File: src/rtl/cbz_pkg.sv
`timescale 1ns / 1ps
// cbz_pkg: shared types, widths and helper functions for the bezier easing solver
// depends on nothing; imported by cbz_ctrl, cbz_datapath and the top level

package cbz_pkg;

    // fixed-point layout: t is unsigned Q1.16, coordinates signed Q2.16
    localparam int FRAC_BITS = 16;
    localparam int T_W       = FRAC_BITS + 1;
    localparam int COORD_W   = 18;
    localparam int OPB_W     = 20;
    localparam int PROD_W    = T_W + 1 + OPB_W;
    localparam int ACC_W     = 42;
    localparam int RND_W     = ACC_W - FRAC_BITS;
    localparam int DIFF_W    = 21;
    localparam int DEN_W     = 21;
    localparam int DIV_N     = DIFF_W + FRAC_BITS;
    localparam int DIVC_W    = $clog2(DIV_N);

    // newton loop bound and evaluation schedule
    localparam int NEWTON_LIMIT = 10;
    localparam int ITER_W    = $clog2(NEWTON_LIMIT + 1);
    localparam int STEP_W    = 4;
    localparam logic [STEP_W-1:0] LAST_STEP = STEP_W'(14);

    localparam logic [T_W-1:0] T_ONE = T_W'(1 << FRAC_BITS);

    // configuration register indexes
    localparam logic [2:0] REG_START_X = 3'd0;
    localparam logic [2:0] REG_END_Y   = 3'd7;

    typedef enum logic [2:0] {
        S_IDLE,
        S_EVAL_X,
        S_CHECK,
        S_DIV,
        S_UPDATE,
        S_FIN_X,
        S_FIN_Y,
        S_DONE
    } t_state;

    typedef struct packed {
        logic              load_item;
        logic              eval_en;
        logic [STEP_W-1:0] step;
        logic              sel_y;
        logic              div_load;
        logic              div_step;
        logic              update_t;
        logic              save_sx;
        logic              load_out;
    } t_cmd;

    typedef struct packed {
        logic chk_exit;
        logic delta_zero;
    } t_status;

    // round half up from Q(16+F) to Q.16 (floor shift)
    function automatic logic signed [RND_W-1:0] rnd_q16(input logic signed [ACC_W-1:0] v);
        logic signed [ACC_W-1:0] s;
        begin
            s = v + ACC_W'(1 << (FRAC_BITS - 1));
            rnd_q16 = s[ACC_W-1:FRAC_BITS];
        end
    endfunction

    // saturate to signed Q2.16 range
    function automatic logic [COORD_W-1:0] sat_point(input logic signed [RND_W-1:0] v);
        begin
            if (v < -RND_W'(131072)) begin
                sat_point = COORD_W'(-131072);
            end else if (v > RND_W'(131071)) begin
                sat_point = COORD_W'(131071);
            end else begin
                sat_point = v[COORD_W-1:0];
            end
        end
    endfunction

    // saturate to the slope range of the outputs
    function automatic logic [20:0] sat_slope(input logic signed [RND_W-1:0] v);
        begin
            if (v < -RND_W'(786432)) begin
                sat_slope = 21'(-786432);
            end else if (v > RND_W'(786431)) begin
                sat_slope = 21'(786431);
            end else begin
                sat_slope = v[20:0];
            end
        end
    endfunction

endpackage

File: src/rtl/cbz_ctrl.sv
`timescale 1ns / 1ps
// cbz_ctrl: sequencer for newton iterations, division and final evaluation
// depends on cbz_pkg; drives the datapath through t_cmd

module cbz_ctrl import cbz_pkg::*; (
    input  logic    i_clk,
    input  logic    i_rst_n,
    input  logic    i_valid,
    output logic    o_stall,
    output logic    o_valid,
    input  logic    i_stall,
    input  t_status i_status,
    output t_cmd    o_cmd
);

    t_state              r_state, n_state;
    logic [STEP_W-1:0]   r_step, n_step;
    logic [DIVC_W-1:0]   r_divc, n_divc;
    logic [ITER_W-1:0]   r_iter, n_iter;
    logic                r_out_valid, n_out_valid;
    logic                out_free;
    logic                step_last;

    assign out_free  = !r_out_valid || !i_stall;
    assign step_last = (r_step == LAST_STEP);

    // next state
    always_comb begin
        n_state = r_state;
        unique case (r_state)
            S_IDLE:   if (i_valid) n_state = S_EVAL_X;
            S_EVAL_X: if (step_last) n_state = S_CHECK;
            S_CHECK: begin
                n_state = i_status.chk_exit ? S_FIN_X : S_DIV;
            end
            S_DIV:    if (r_divc == DIVC_W'(DIV_N - 1)) n_state = S_UPDATE;
            S_UPDATE: begin
                if (i_status.delta_zero || r_iter == ITER_W'(NEWTON_LIMIT - 1)) begin
                    n_state = S_FIN_X;
                end else begin
                    n_state = S_EVAL_X;
                end
            end
            S_FIN_X:  if (step_last) n_state = S_FIN_Y;
            S_FIN_Y:  if (step_last) n_state = S_DONE;
            S_DONE:   if (out_free) n_state = S_IDLE;
            default:  n_state = S_IDLE;
        endcase
    end

    // step, division and iteration counters, output word flag
    always_comb begin
        n_step = '0;
        if (r_state == S_EVAL_X || r_state == S_FIN_X || r_state == S_FIN_Y) begin
            n_step = step_last ? '0 : r_step + 1'b1;
        end
        n_divc = (r_state == S_DIV) ? r_divc + 1'b1 : '0;
        n_iter = r_iter;
        if (r_state == S_IDLE) begin
            n_iter = '0;
        end else if (r_state == S_UPDATE) begin
            n_iter = r_iter + 1'b1;
        end
        n_out_valid = (r_state == S_DONE && out_free) ? 1'b1 : (r_out_valid && i_stall);
    end

    // commands
    always_comb begin
        o_cmd           = '0;
        o_cmd.step      = r_step;
        o_cmd.load_item = (r_state == S_IDLE) && i_valid;
        o_cmd.eval_en   = (r_state == S_EVAL_X) || (r_state == S_FIN_X) ||
                          (r_state == S_FIN_Y);
        o_cmd.sel_y     = (r_state == S_FIN_Y);
        o_cmd.div_load  = (r_state == S_CHECK);
        o_cmd.div_step  = (r_state == S_DIV);
        o_cmd.update_t  = (r_state == S_UPDATE);
        o_cmd.save_sx   = (r_state == S_FIN_Y) && (r_step == '0);
        o_cmd.load_out  = (r_state == S_DONE) && out_free;
    end

    assign o_stall = (r_state != S_IDLE);
    assign o_valid = r_out_valid;

    always_ff @(posedge i_clk) begin
        if (!i_rst_n) begin
            r_state     <= S_IDLE;
            r_step      <= '0;
            r_divc      <= '0;
            r_iter      <= '0;
            r_out_valid <= 1'b0;
        end else begin
            r_state     <= n_state;
            r_step      <= n_step;
            r_divc      <= n_divc;
            r_iter      <= n_iter;
            r_out_valid <= n_out_valid;
        end
    end

endmodule

File: src/rtl/cbz_datapath.sv
`timescale 1ns / 1ps
// cbz_datapath: control point registers, shared multiplier, accumulators,
// restoring divider and result registers; depends on cbz_pkg

module cbz_datapath import cbz_pkg::*; (
    input  logic                i_clk,
    input  logic                i_rst_n,
    input  logic                i_cfg_valid,
    input  logic [2:0]          i_cfg_index,
    input  logic [COORD_W-1:0]  i_cfg_data,
    input  logic [COORD_W-1:0]  i_progress_x,
    input  t_cmd                i_cmd,
    output t_status             o_status,
    output logic [T_W-1:0]      o_solved_t,
    output logic [COORD_W-1:0]  o_eased_y,
    output logic [20:0]         o_slope_x,
    output logic [20:0]         o_slope_y
);

    logic signed [COORD_W-1:0] r_px [4];
    logic signed [COORD_W-1:0] r_py [4];

    logic [T_W-1:0]            r_t, r_target;
    logic [T_W-1:0]            r_u2, r_t2, r_ut, r_w0, r_w1, r_w2, r_w3;
    logic signed [PROD_W-1:0]  r_prod;
    logic signed [ACC_W-1:0]   r_acc, r_dacc;
    logic [DEN_W-1:0]          r_rem, r_den;
    logic [DIV_N-1:0]          r_quo;
    logic                      r_neg;
    logic [20:0]               r_sx;
    logic [T_W-1:0]            r_out_t;
    logic [COORD_W-1:0]        r_out_y;
    logic [20:0]               r_out_sx, r_out_sy;

    logic [T_W-1:0]            target_c, u, op_a, rnd_t;
    logic signed [OPB_W-1:0]   op_b, c0, c1, c2, c3;
    logic signed [PROD_W-1:0]  prod_c, prod_rnd;
    logic signed [ACC_W-1:0]   p1x, p3x, p6x;
    logic [STEP_W-1:0]         cons;
    logic signed [RND_W-1:0]   xt, dr;
    logic signed [DIFF_W-1:0]  diff;
    logic signed [DEN_W:0]     d;
    logic [DIFF_W-1:0]         diff_mag;
    logic [DEN_W:0]            shifted, trial;
    logic signed [DIV_N+1:0]   delta, t_new;
    logic [ACC_W-FRAC_BITS-1:0] dhi;

    // target clamp to 0..1.0
    always_comb begin
        if (i_progress_x[COORD_W-1]) begin
            target_c = '0;
        end else if (i_progress_x[COORD_W-2:0] > (COORD_W-1)'(T_ONE)) begin
            target_c = T_ONE;
        end else begin
            target_c = i_progress_x[T_W-1:0];
        end
    end

    // coordinate set in use
    always_comb begin
        if (i_cmd.sel_y) begin
            c0 = OPB_W'(r_py[0]); c1 = OPB_W'(r_py[1]);
            c2 = OPB_W'(r_py[2]); c3 = OPB_W'(r_py[3]);
        end else begin
            c0 = OPB_W'(r_px[0]); c1 = OPB_W'(r_px[1]);
            c2 = OPB_W'(r_px[2]); c3 = OPB_W'(r_px[3]);
        end
    end

    assign u = T_ONE - r_t;

    // operand select for the shared multiplier
    always_comb begin
        op_a = '0;
        op_b = '0;
        unique case (i_cmd.step)
            4'd0:    begin op_a = u;    op_b = OPB_W'(u);    end
            4'd1:    begin op_a = r_t;  op_b = OPB_W'(r_t);  end
            4'd2:    begin op_a = u;    op_b = OPB_W'(r_t);  end
            4'd3:    begin op_a = r_u2; op_b = OPB_W'(u);    end
            4'd4:    begin op_a = r_u2; op_b = OPB_W'(r_t);  end
            4'd5:    begin op_a = u;    op_b = OPB_W'(r_t2); end
            4'd6:    begin op_a = r_t2; op_b = OPB_W'(r_t);  end
            4'd7:    begin op_a = r_w0; op_b = c0;           end
            4'd8:    begin op_a = r_w1; op_b = c1;           end
            4'd9:    begin op_a = r_w2; op_b = c2;           end
            4'd10:   begin op_a = r_w3; op_b = c3;           end
            4'd11:   begin op_a = r_u2; op_b = c1 - c0;      end
            4'd12:   begin op_a = r_ut; op_b = c2 - c1;      end
            4'd13:   begin op_a = r_t2; op_b = c3 - c2;      end
            default: begin op_a = '0;   op_b = '0;           end
        endcase
    end

    assign prod_c   = $signed({1'b0, op_a}) * op_b;
    assign prod_rnd = r_prod + PROD_W'(1 << (FRAC_BITS - 1));
    assign rnd_t    = prod_rnd[FRAC_BITS+T_W-1:FRAC_BITS];
    assign p1x      = ACC_W'(r_prod);
    assign p3x      = p1x + (p1x <<< 1);
    assign p6x      = p3x <<< 1;
    assign cons     = i_cmd.step - 1'b1;

    // newton step status: flat derivative, quotient inputs
    assign dhi      = r_dacc[ACC_W-1:FRAC_BITS];
    assign dr       = rnd_q16(r_dacc);
    assign d        = dr[DEN_W:0];
    assign xt       = rnd_q16(r_acc);
    assign diff     = xt[DIFF_W-1:0] - DIFF_W'(r_target);
    assign diff_mag = diff[DIFF_W-1] ? DIFF_W'(-diff) : DIFF_W'(diff);

    assign o_status.chk_exit   = (dhi == '0) || (&dhi && r_dacc[FRAC_BITS-1:0] != '0) ||
                                 (d == '0);
    assign o_status.delta_zero = (r_quo == '0);

    // one restoring divider bit per cycle
    assign shifted = {r_rem, r_quo[DIV_N-1]};
    assign trial   = shifted - {1'b0, r_den};

    // t update with clamp to 0..1.0
    assign delta = r_neg ? -$signed({2'b00, r_quo}) : $signed({2'b00, r_quo});
    assign t_new = $signed((DIV_N+2)'(r_t)) - delta;

    // configuration registers
    always_ff @(posedge i_clk) begin
        if (!i_rst_n) begin
            r_px[0] <= '0; r_py[0] <= '0;
            r_px[1] <= '0; r_py[1] <= '0;
            r_px[2] <= COORD_W'(T_ONE); r_py[2] <= COORD_W'(T_ONE);
            r_px[3] <= COORD_W'(T_ONE); r_py[3] <= COORD_W'(T_ONE);
        end else if (i_cfg_valid && i_cfg_index >= REG_START_X &&
                     i_cfg_index <= REG_END_Y) begin
            if (i_cfg_index[0]) begin
                r_py[i_cfg_index[2:1]] <= i_cfg_data;
            end else begin
                r_px[i_cfg_index[2:1]] <= i_cfg_data;
            end
        end
    end

    // multiplier register and product consumers
    always_ff @(posedge i_clk) begin
        if (i_cmd.eval_en && i_cmd.step != LAST_STEP) begin
            r_prod <= prod_c;
        end
        if (i_cmd.eval_en && i_cmd.step != '0) begin
            unique case (cons)
                4'd0:    r_u2   <= rnd_t;
                4'd1:    r_t2   <= rnd_t;
                4'd2:    r_ut   <= rnd_t;
                4'd3:    r_w0   <= rnd_t;
                4'd4:    r_w1   <= rnd_t;
                4'd5:    r_w2   <= rnd_t;
                4'd6:    r_w3   <= rnd_t;
                4'd7:    r_acc  <= p1x;
                4'd8:    r_acc  <= r_acc + p3x;
                4'd9:    r_acc  <= r_acc + p3x;
                4'd10:   r_acc  <= r_acc + p1x;
                4'd11:   r_dacc <= p3x;
                4'd12:   r_dacc <= r_dacc + p6x;
                4'd13:   r_dacc <= r_dacc + p3x;
                default: r_acc  <= r_acc;
            endcase
        end
    end

    // item load, divider and t update
    always_ff @(posedge i_clk) begin
        if (i_cmd.load_item) begin
            r_target <= target_c;
            r_t      <= target_c;
        end else if (i_cmd.update_t) begin
            if (t_new < 0) begin
                r_t <= '0;
            end else if (t_new > $signed((DIV_N+2)'(T_ONE))) begin
                r_t <= T_ONE;
            end else begin
                r_t <= t_new[T_W-1:0];
            end
        end
        if (i_cmd.div_load) begin
            r_rem <= '0;
            r_quo <= {diff_mag, FRAC_BITS'(0)};
            r_den <= d[DEN_W] ? DEN_W'(-d) : DEN_W'(d);
            r_neg <= diff[DIFF_W-1] ^ d[DEN_W];
        end else if (i_cmd.div_step) begin
            if (!trial[DEN_W]) begin
                r_rem <= trial[DEN_W-1:0];
            end else begin
                r_rem <= shifted[DEN_W-1:0];
            end
            r_quo <= {r_quo[DIV_N-2:0], !trial[DEN_W]};
        end
    end

    // result word
    always_ff @(posedge i_clk) begin
        if (i_cmd.save_sx) begin
            r_sx <= sat_slope(dr);
        end
        if (i_cmd.load_out) begin
            r_out_t  <= r_t;
            r_out_y  <= sat_point(xt);
            r_out_sx <= r_sx;
            r_out_sy <= sat_slope(dr);
        end
    end

    assign o_solved_t = r_out_t;
    assign o_eased_y  = r_out_y;
    assign o_slope_x  = r_out_sx;
    assign o_slope_y  = r_out_sy;

endmodule

File: src/rtl/cubic_bezier_easing_solver_core.sv
`timescale 1ns / 1ps
// cubic_bezier_easing_solver_core: top level of the bezier easing solver
// depends on cbz_pkg, cbz_ctrl and cbz_datapath
//
// Usage
//   Input channel: i_valid / o_stall with i_progress_x (signed Q2.16). A word
//   is taken when i_valid is high and o_stall is low; o_stall is high while
//   an item is being solved or its result waits for the result register.
//   Output channel: o_valid / i_stall with o_solved_t, o_eased_y, o_slope_x,
//   o_slope_y. The result register holds its word while i_stall is high; a
//   new input word is taken meanwhile, and its result waits until the
//   register is free.
//   Configuration: i_cfg_valid / o_cfg_ready (always ready), i_cfg_index
//   selects one of the eight control point coordinates, i_cfg_data is the
//   value. Write only while the block is idle.
// Sequence
//   One item at a time. Each newton step evaluates the curve on the shared
//   multiplier, checks the slope, runs the restoring divider and updates t. Up
//   to 10 steps run, then x and y are evaluated at the final t and the result
//   is loaded; only then is the next input word taken.
// Reset
//   Synchronous, active low: control points return to (0,0) (0,0) (1,1)
//   (1,1), the sequencer goes idle and the result register is emptied.

module cubic_bezier_easing_solver_core import cbz_pkg::*; (
    input  logic                i_clk,
    input  logic                i_rst_n,
    input  logic                i_valid,
    output logic                o_stall,
    input  logic [COORD_W-1:0]  i_progress_x,
    output logic                o_valid,
    input  logic                i_stall,
    output logic [T_W-1:0]      o_solved_t,
    output logic [COORD_W-1:0]  o_eased_y,
    output logic [20:0]         o_slope_x,
    output logic [20:0]         o_slope_y,
    input  logic                i_cfg_valid,
    output logic                o_cfg_ready,
    input  logic [2:0]          i_cfg_index,
    input  logic [COORD_W-1:0]  i_cfg_data
);

    t_cmd    cmd;
    t_status status;

    assign o_cfg_ready = 1'b1;

    // sequencer
    cbz_ctrl u_ctrl (
        .i_clk    (i_clk),
        .i_rst_n  (i_rst_n),
        .i_valid  (i_valid),
        .o_stall  (o_stall),
        .o_valid  (o_valid),
        .i_stall  (i_stall),
        .i_status (status),
        .o_cmd    (cmd)
    );

    // arithmetic
    cbz_datapath u_datapath (
        .i_clk        (i_clk),
        .i_rst_n      (i_rst_n),
        .i_cfg_valid  (i_cfg_valid && o_cfg_ready),
        .i_cfg_index  (i_cfg_index),
        .i_cfg_data   (i_cfg_data),
        .i_progress_x (i_progress_x),
        .i_cmd        (cmd),
        .o_status     (status),
        .o_solved_t   (o_solved_t),
        .o_eased_y    (o_eased_y),
        .o_slope_x    (o_slope_x),
        .o_slope_y    (o_slope_y)
    );

    // solved t never leaves 0..1.0
    a_t_range: assert property (@(posedge i_clk) disable iff (!i_rst_n)
        o_valid |-> o_solved_t <= T_ONE)
        else $error("solved t out of range");

    // slope outputs stay above the lower saturation limit
    a_slope_range: assert property (@(posedge i_clk) disable iff (!i_rst_n)
        o_valid |-> ($signed(o_slope_x) >= -21'sd786432 &&
                     $signed(o_slope_y) >= -21'sd786432))
        else $error("slope below saturation limit");

    // no evaluation, division step or t update runs while the input side is open
    a_busy_stall: assert property (@(posedge i_clk) disable iff (!i_rst_n)
        (cmd.eval_en || cmd.div_step || cmd.update_t) |-> o_stall)
        else $error("datapath busy while accepting input");

    // a loaded result always shows up as a valid output word
    a_out_load: assert property (@(posedge i_clk) disable iff (!i_rst_n)
        cmd.load_out |=> o_valid)
        else $error("result load lost");

endmodule
File: config.mk
export PLATFORM = sky130hd
export DESIGN_NAME = cubic_bezier_easing_solver_core
export DESIGN_NICKNAME = d
export VERILOG_FILES = /design/src/rtl/cbz_pkg.sv /design/src/rtl/cbz_ctrl.sv /design/src/rtl/cbz_datapath.sv /design/src/rtl/cubic_bezier_easing_solver_core.sv
export SDC_FILE = /design/constraint.sdc
export NUM_CORES = 2
export LEC_CHECK = 0
export ABC_CLOCK_PERIOD_IN_PS = 25100
export BUFFER_PORTS_ARGS = -buffer_cell sky130_fd_sc_hd__buf_4
export CORE_AREA = 5 5 368 297
export DETAILED_ROUTE_END_ITERATION = 8
export DIE_AREA = 0 0 373 302
export PLACE_DENSITY_LB_ADDON = 0.25
export SYNTH_ARGS = -nofsm -noshare
export SYNTH_HDL_FRONTEND = slang
export SYNTH_SLANG_ARGS = --single-unit
File: constraint.sdc
create_clock -name i_clk -period 25.1 [get_ports i_clk]
set_input_delay 2.51 -clock i_clk [delete_from_list [all_inputs] [get_ports i_clk]]
set_output_delay 2.51 -clock i_clk [all_outputs]
set_load 0.005 [all_outputs]
==> out/metrics.yaml <==
synth:
  netlist_instances: 6178
  syn_area_um2: 57400
  synth_top_area_share_pct: 29.3
  synthArstFlopShare_pct: 0
  ys_seq_elements: 615
  yosysWarnings: 0
  synthesis.nets: 6910
  avgSynthCellArea_um2: 9.28
  synth-edff-count: 560
  seq_area_frac_synth_pct: 31.2
  synth-main-ff-cell: "edfxtp_1"
  synthTopCellsByArea: "edfxtp_1 (29%), fa_1 (12%), ha_1 (7.5%), inv_1 (4.3%), xnor2_1 (4.3%)"
  yosys.area.top_type: "edfxtp_1"
  synth_cell_type_count: 121
worst_setup_path:
  reg2reg_setup_slack_ps: 12830
  crit_family: "compound AO/OA/AOI/OAI gates"
  r2r-end: "u_datapath.r_prod[34]$_DFFE_PP_"
  worstPathArrival_ps: 12660
  crit_top_cell: "fa_1"
  worst-path-buf-inv: 6
  worst-path-max-fanout: 71
  start_kind: "flop"
  rr_startpoint: "u_ctrl.r_state[0]$_SDFFE_PN0P_"
  required_ps: 25480
  ff2ff_path_depth: 35
  crit_type: "reg2reg"
  slowest_stage: "o41ai_1"
  critPathCaptureType: "flop"
  cpPeakStageDelay_ps: 940
global_routing:
  grt_pass1_vias: 44600
  antenna_found_initial: 2
  grt_overflow: 0
  grt_pass1_wl_um: 262000
  grt_util_all_layers_pct: 29.5
  grt_max_degree: 82
clock_network:
  clkTransAtPathRegs_ps: 60
  holdBufCountCts: 0
  tritoncts: "yes"
  insertion_delay_ps: 670
  cts_resized: 0
  cts_made_buffers: 70
  cts_buffer_depth: 3
  post_cts_buffers: 0
  cts_sinks: 615
  htreeDepth: 3
  root_buffer: "clkbuf_16"
timing:
  finalSetupTns_ps: 0
  finalCriticalPeriod_ps: 12270
  max_slew_margin_pct: 15.6
  fmax_ghz: 0.0815
  finalSetupViolations: 0
  timing.final.crit_share_pct: 48.9
  rsz0062_at_grt: "false"
  tightest_slew_ps: 1260
  drv_slew: 0
  fin_worst_skew_ps: 36.5
  hold_violations: 0
job:
  drv.max_cap_violation_count: 0
worst_hold_path:
  min_to: "u_datapath.o_slope_x[5]$_DFFE_PP_"
  holdPathStages: 0
  hp-class: "reg2reg"
  worstHoldStart: "u_datapath.r_sx[5]$_DFFE_PP_"
placed_design:
  dpl.hpwl_um: 131000
  port-buffer-count: 122
  place.gp.congestion: 0.962
drt:
  route.detailed.drc: 0
  drt.antenna.violating_nets: 0
  drt_first_pass_iters: 7
  drt-wirelength-per-cell_um: 22.2
  via_count: 47500
  wl_um: 170000
  first_iter_violations: 5487
  via_per_inst: 6.17
die:
  core_um2: 106000
  ios: 124
  dieArea_um2: 113000
  fp.dieH_um: 302
  fp.dieW_um: 373
  rows: 107
  start_util_pct: 54.3
status:
  status: "completed"
finish:
  drive_above_1_share_pct: 8.70
  syn_to_final_growth_pct: 8.29
  layout.nets: 6951
  fill_cells: 9118
  fin_util_pct: 58.8
-- layout make-up --
| type | instances | area [um^2] | share of cell area (%) |
|---|---|---|---|
| Timing Repair Buffer | 209 | 1570 | 2.53 |
| Multi-Input combinational cell | 4663 | 36200 | 58.3 |
| Inverter | 660 | 2480 | 3.99 |
| Clock buffer | 90 | 1870 | 3.01 |
| Tap cell | 1417 | 1770 | 2.85 |
| Antenna cell | 1 | 2.50 | 0.00403 |
| Sequential cell | 615 | 17900 | 28.9 |
| Clock inverter | 39 | 307 | 0.494 |
-- layer usage --
layer  track usage (%)  share of wire, %  vias to the layer above
met1              44.1                44                    23100
met4              7.66               2.4                        0
met3              6.69                11                      280
met2              43.6                42                     2267
li1                  -                 -                    21900
met5                 0                 0                        -
-- layout by cell type, fill, tap and decap left out, types with 95 or more instances in the layout --
cell	n
xor2_1	191
edfxtp_1	560
nor2_1	518
o21ai_0	293
buf_4	209
nand2_1	508
nand3_1	116
a21oi_1	350
fa_1	342
nor2b_1	118
and2_1	95
a21o_1	117
ha_1	346
xnor2_1	279
inv_1	660
-- state kept, by name (all words and copies together), names as in the netlist, 37 cells and up --
register and cells:
u_datapath.r_py 72, u_datapath.r_acc 42, u_datapath.r_px 72, u_datapath.r_prod 38
u_datapath.r_dacc 42, u_datapath.r_quo 37
-- per-stage QoR --
step | area [um^2] | hold slack [ps] | setup slack [ps] | std cells
floorplan | 57400 | 400 | 13930 | 6178
CTS | 62100 | 416 | 13090 | 7693
finish | 62100 | 416 | 12830 | 7694
global placement | 59900 | 402 | 13250 | 7564
detailed placement | 59900 | 405 | 13140 | 7564
global route | 62100 | 420 | 12110 | 7693
-- worst max-delay path by stage --
stage | from | end | cells past startpoint
after detailed placement | u_ctrl.r_state[0]$_SDFFE_PN0P_ | u_datapath.r_prod[34]$_DFFE_PP_ | 35
after global routing | u_ctrl.r_state[0]$_SDFFE_PN0P_ | u_datapath.r_prod[34]$_DFFE_PP_ | 35
after global placement | u_ctrl.r_state[0]$_SDFFE_PN0P_ | u_datapath.r_prod[34]$_DFFE_PP_ | 35
after CTS | u_ctrl.r_state[0]$_SDFFE_PN0P_ | u_datapath.r_prod[34]$_DFFE_PP_ | 35
final | u_ctrl.r_state[0]$_SDFFE_PN0P_ | u_datapath.r_prod[34]$_DFFE_PP_ | 35
after floorplan | u_ctrl.r_state[1]$_SDFFE_PN0P_ | u_datapath.r_prod[34]$_DFFE_PP_ | 47
-- synthesized netlist by cell type, drive strengths merged, types with 51 or more instances --
master	instances
a21o	118
a21oi	354
a22oi	51
and2	97
and3	70
buf	55
clkbuf	185
dfxtp	55
edfxtp	560
fa	342
ha	346
inv	660
mux2	61
mux2i	84
nand2	510
nand2b	94
nand3	122
nor2	522
nor2b	118
nor3	97
o21ai	316
or2	88
xnor2	280
xor2	191
-- cells by family (layout without fill, tap and decap cells) --
family | after synthesis | count (layout) | synth area share (%)
other | 1 | 2 | 0.00654
xor gates and xnor gates | 471 | 471 | 7.19
muxes | 145 | 145 | 2.67
AOI/OAI and AO/OA | 1411 | 1411 | 16.4
and+or+nand+nor | 1921 | 1921 | 16.5
adders and majority gates | 714 | 714 | 19.9
buffers and inverters | 900 | 998 | 6.09
DFF | 615 | 615 | 31.2
Power is left out: the tool's default activity adds up to more than one toggle a clock period on the data nets, which glitch-free logic cannot reach.
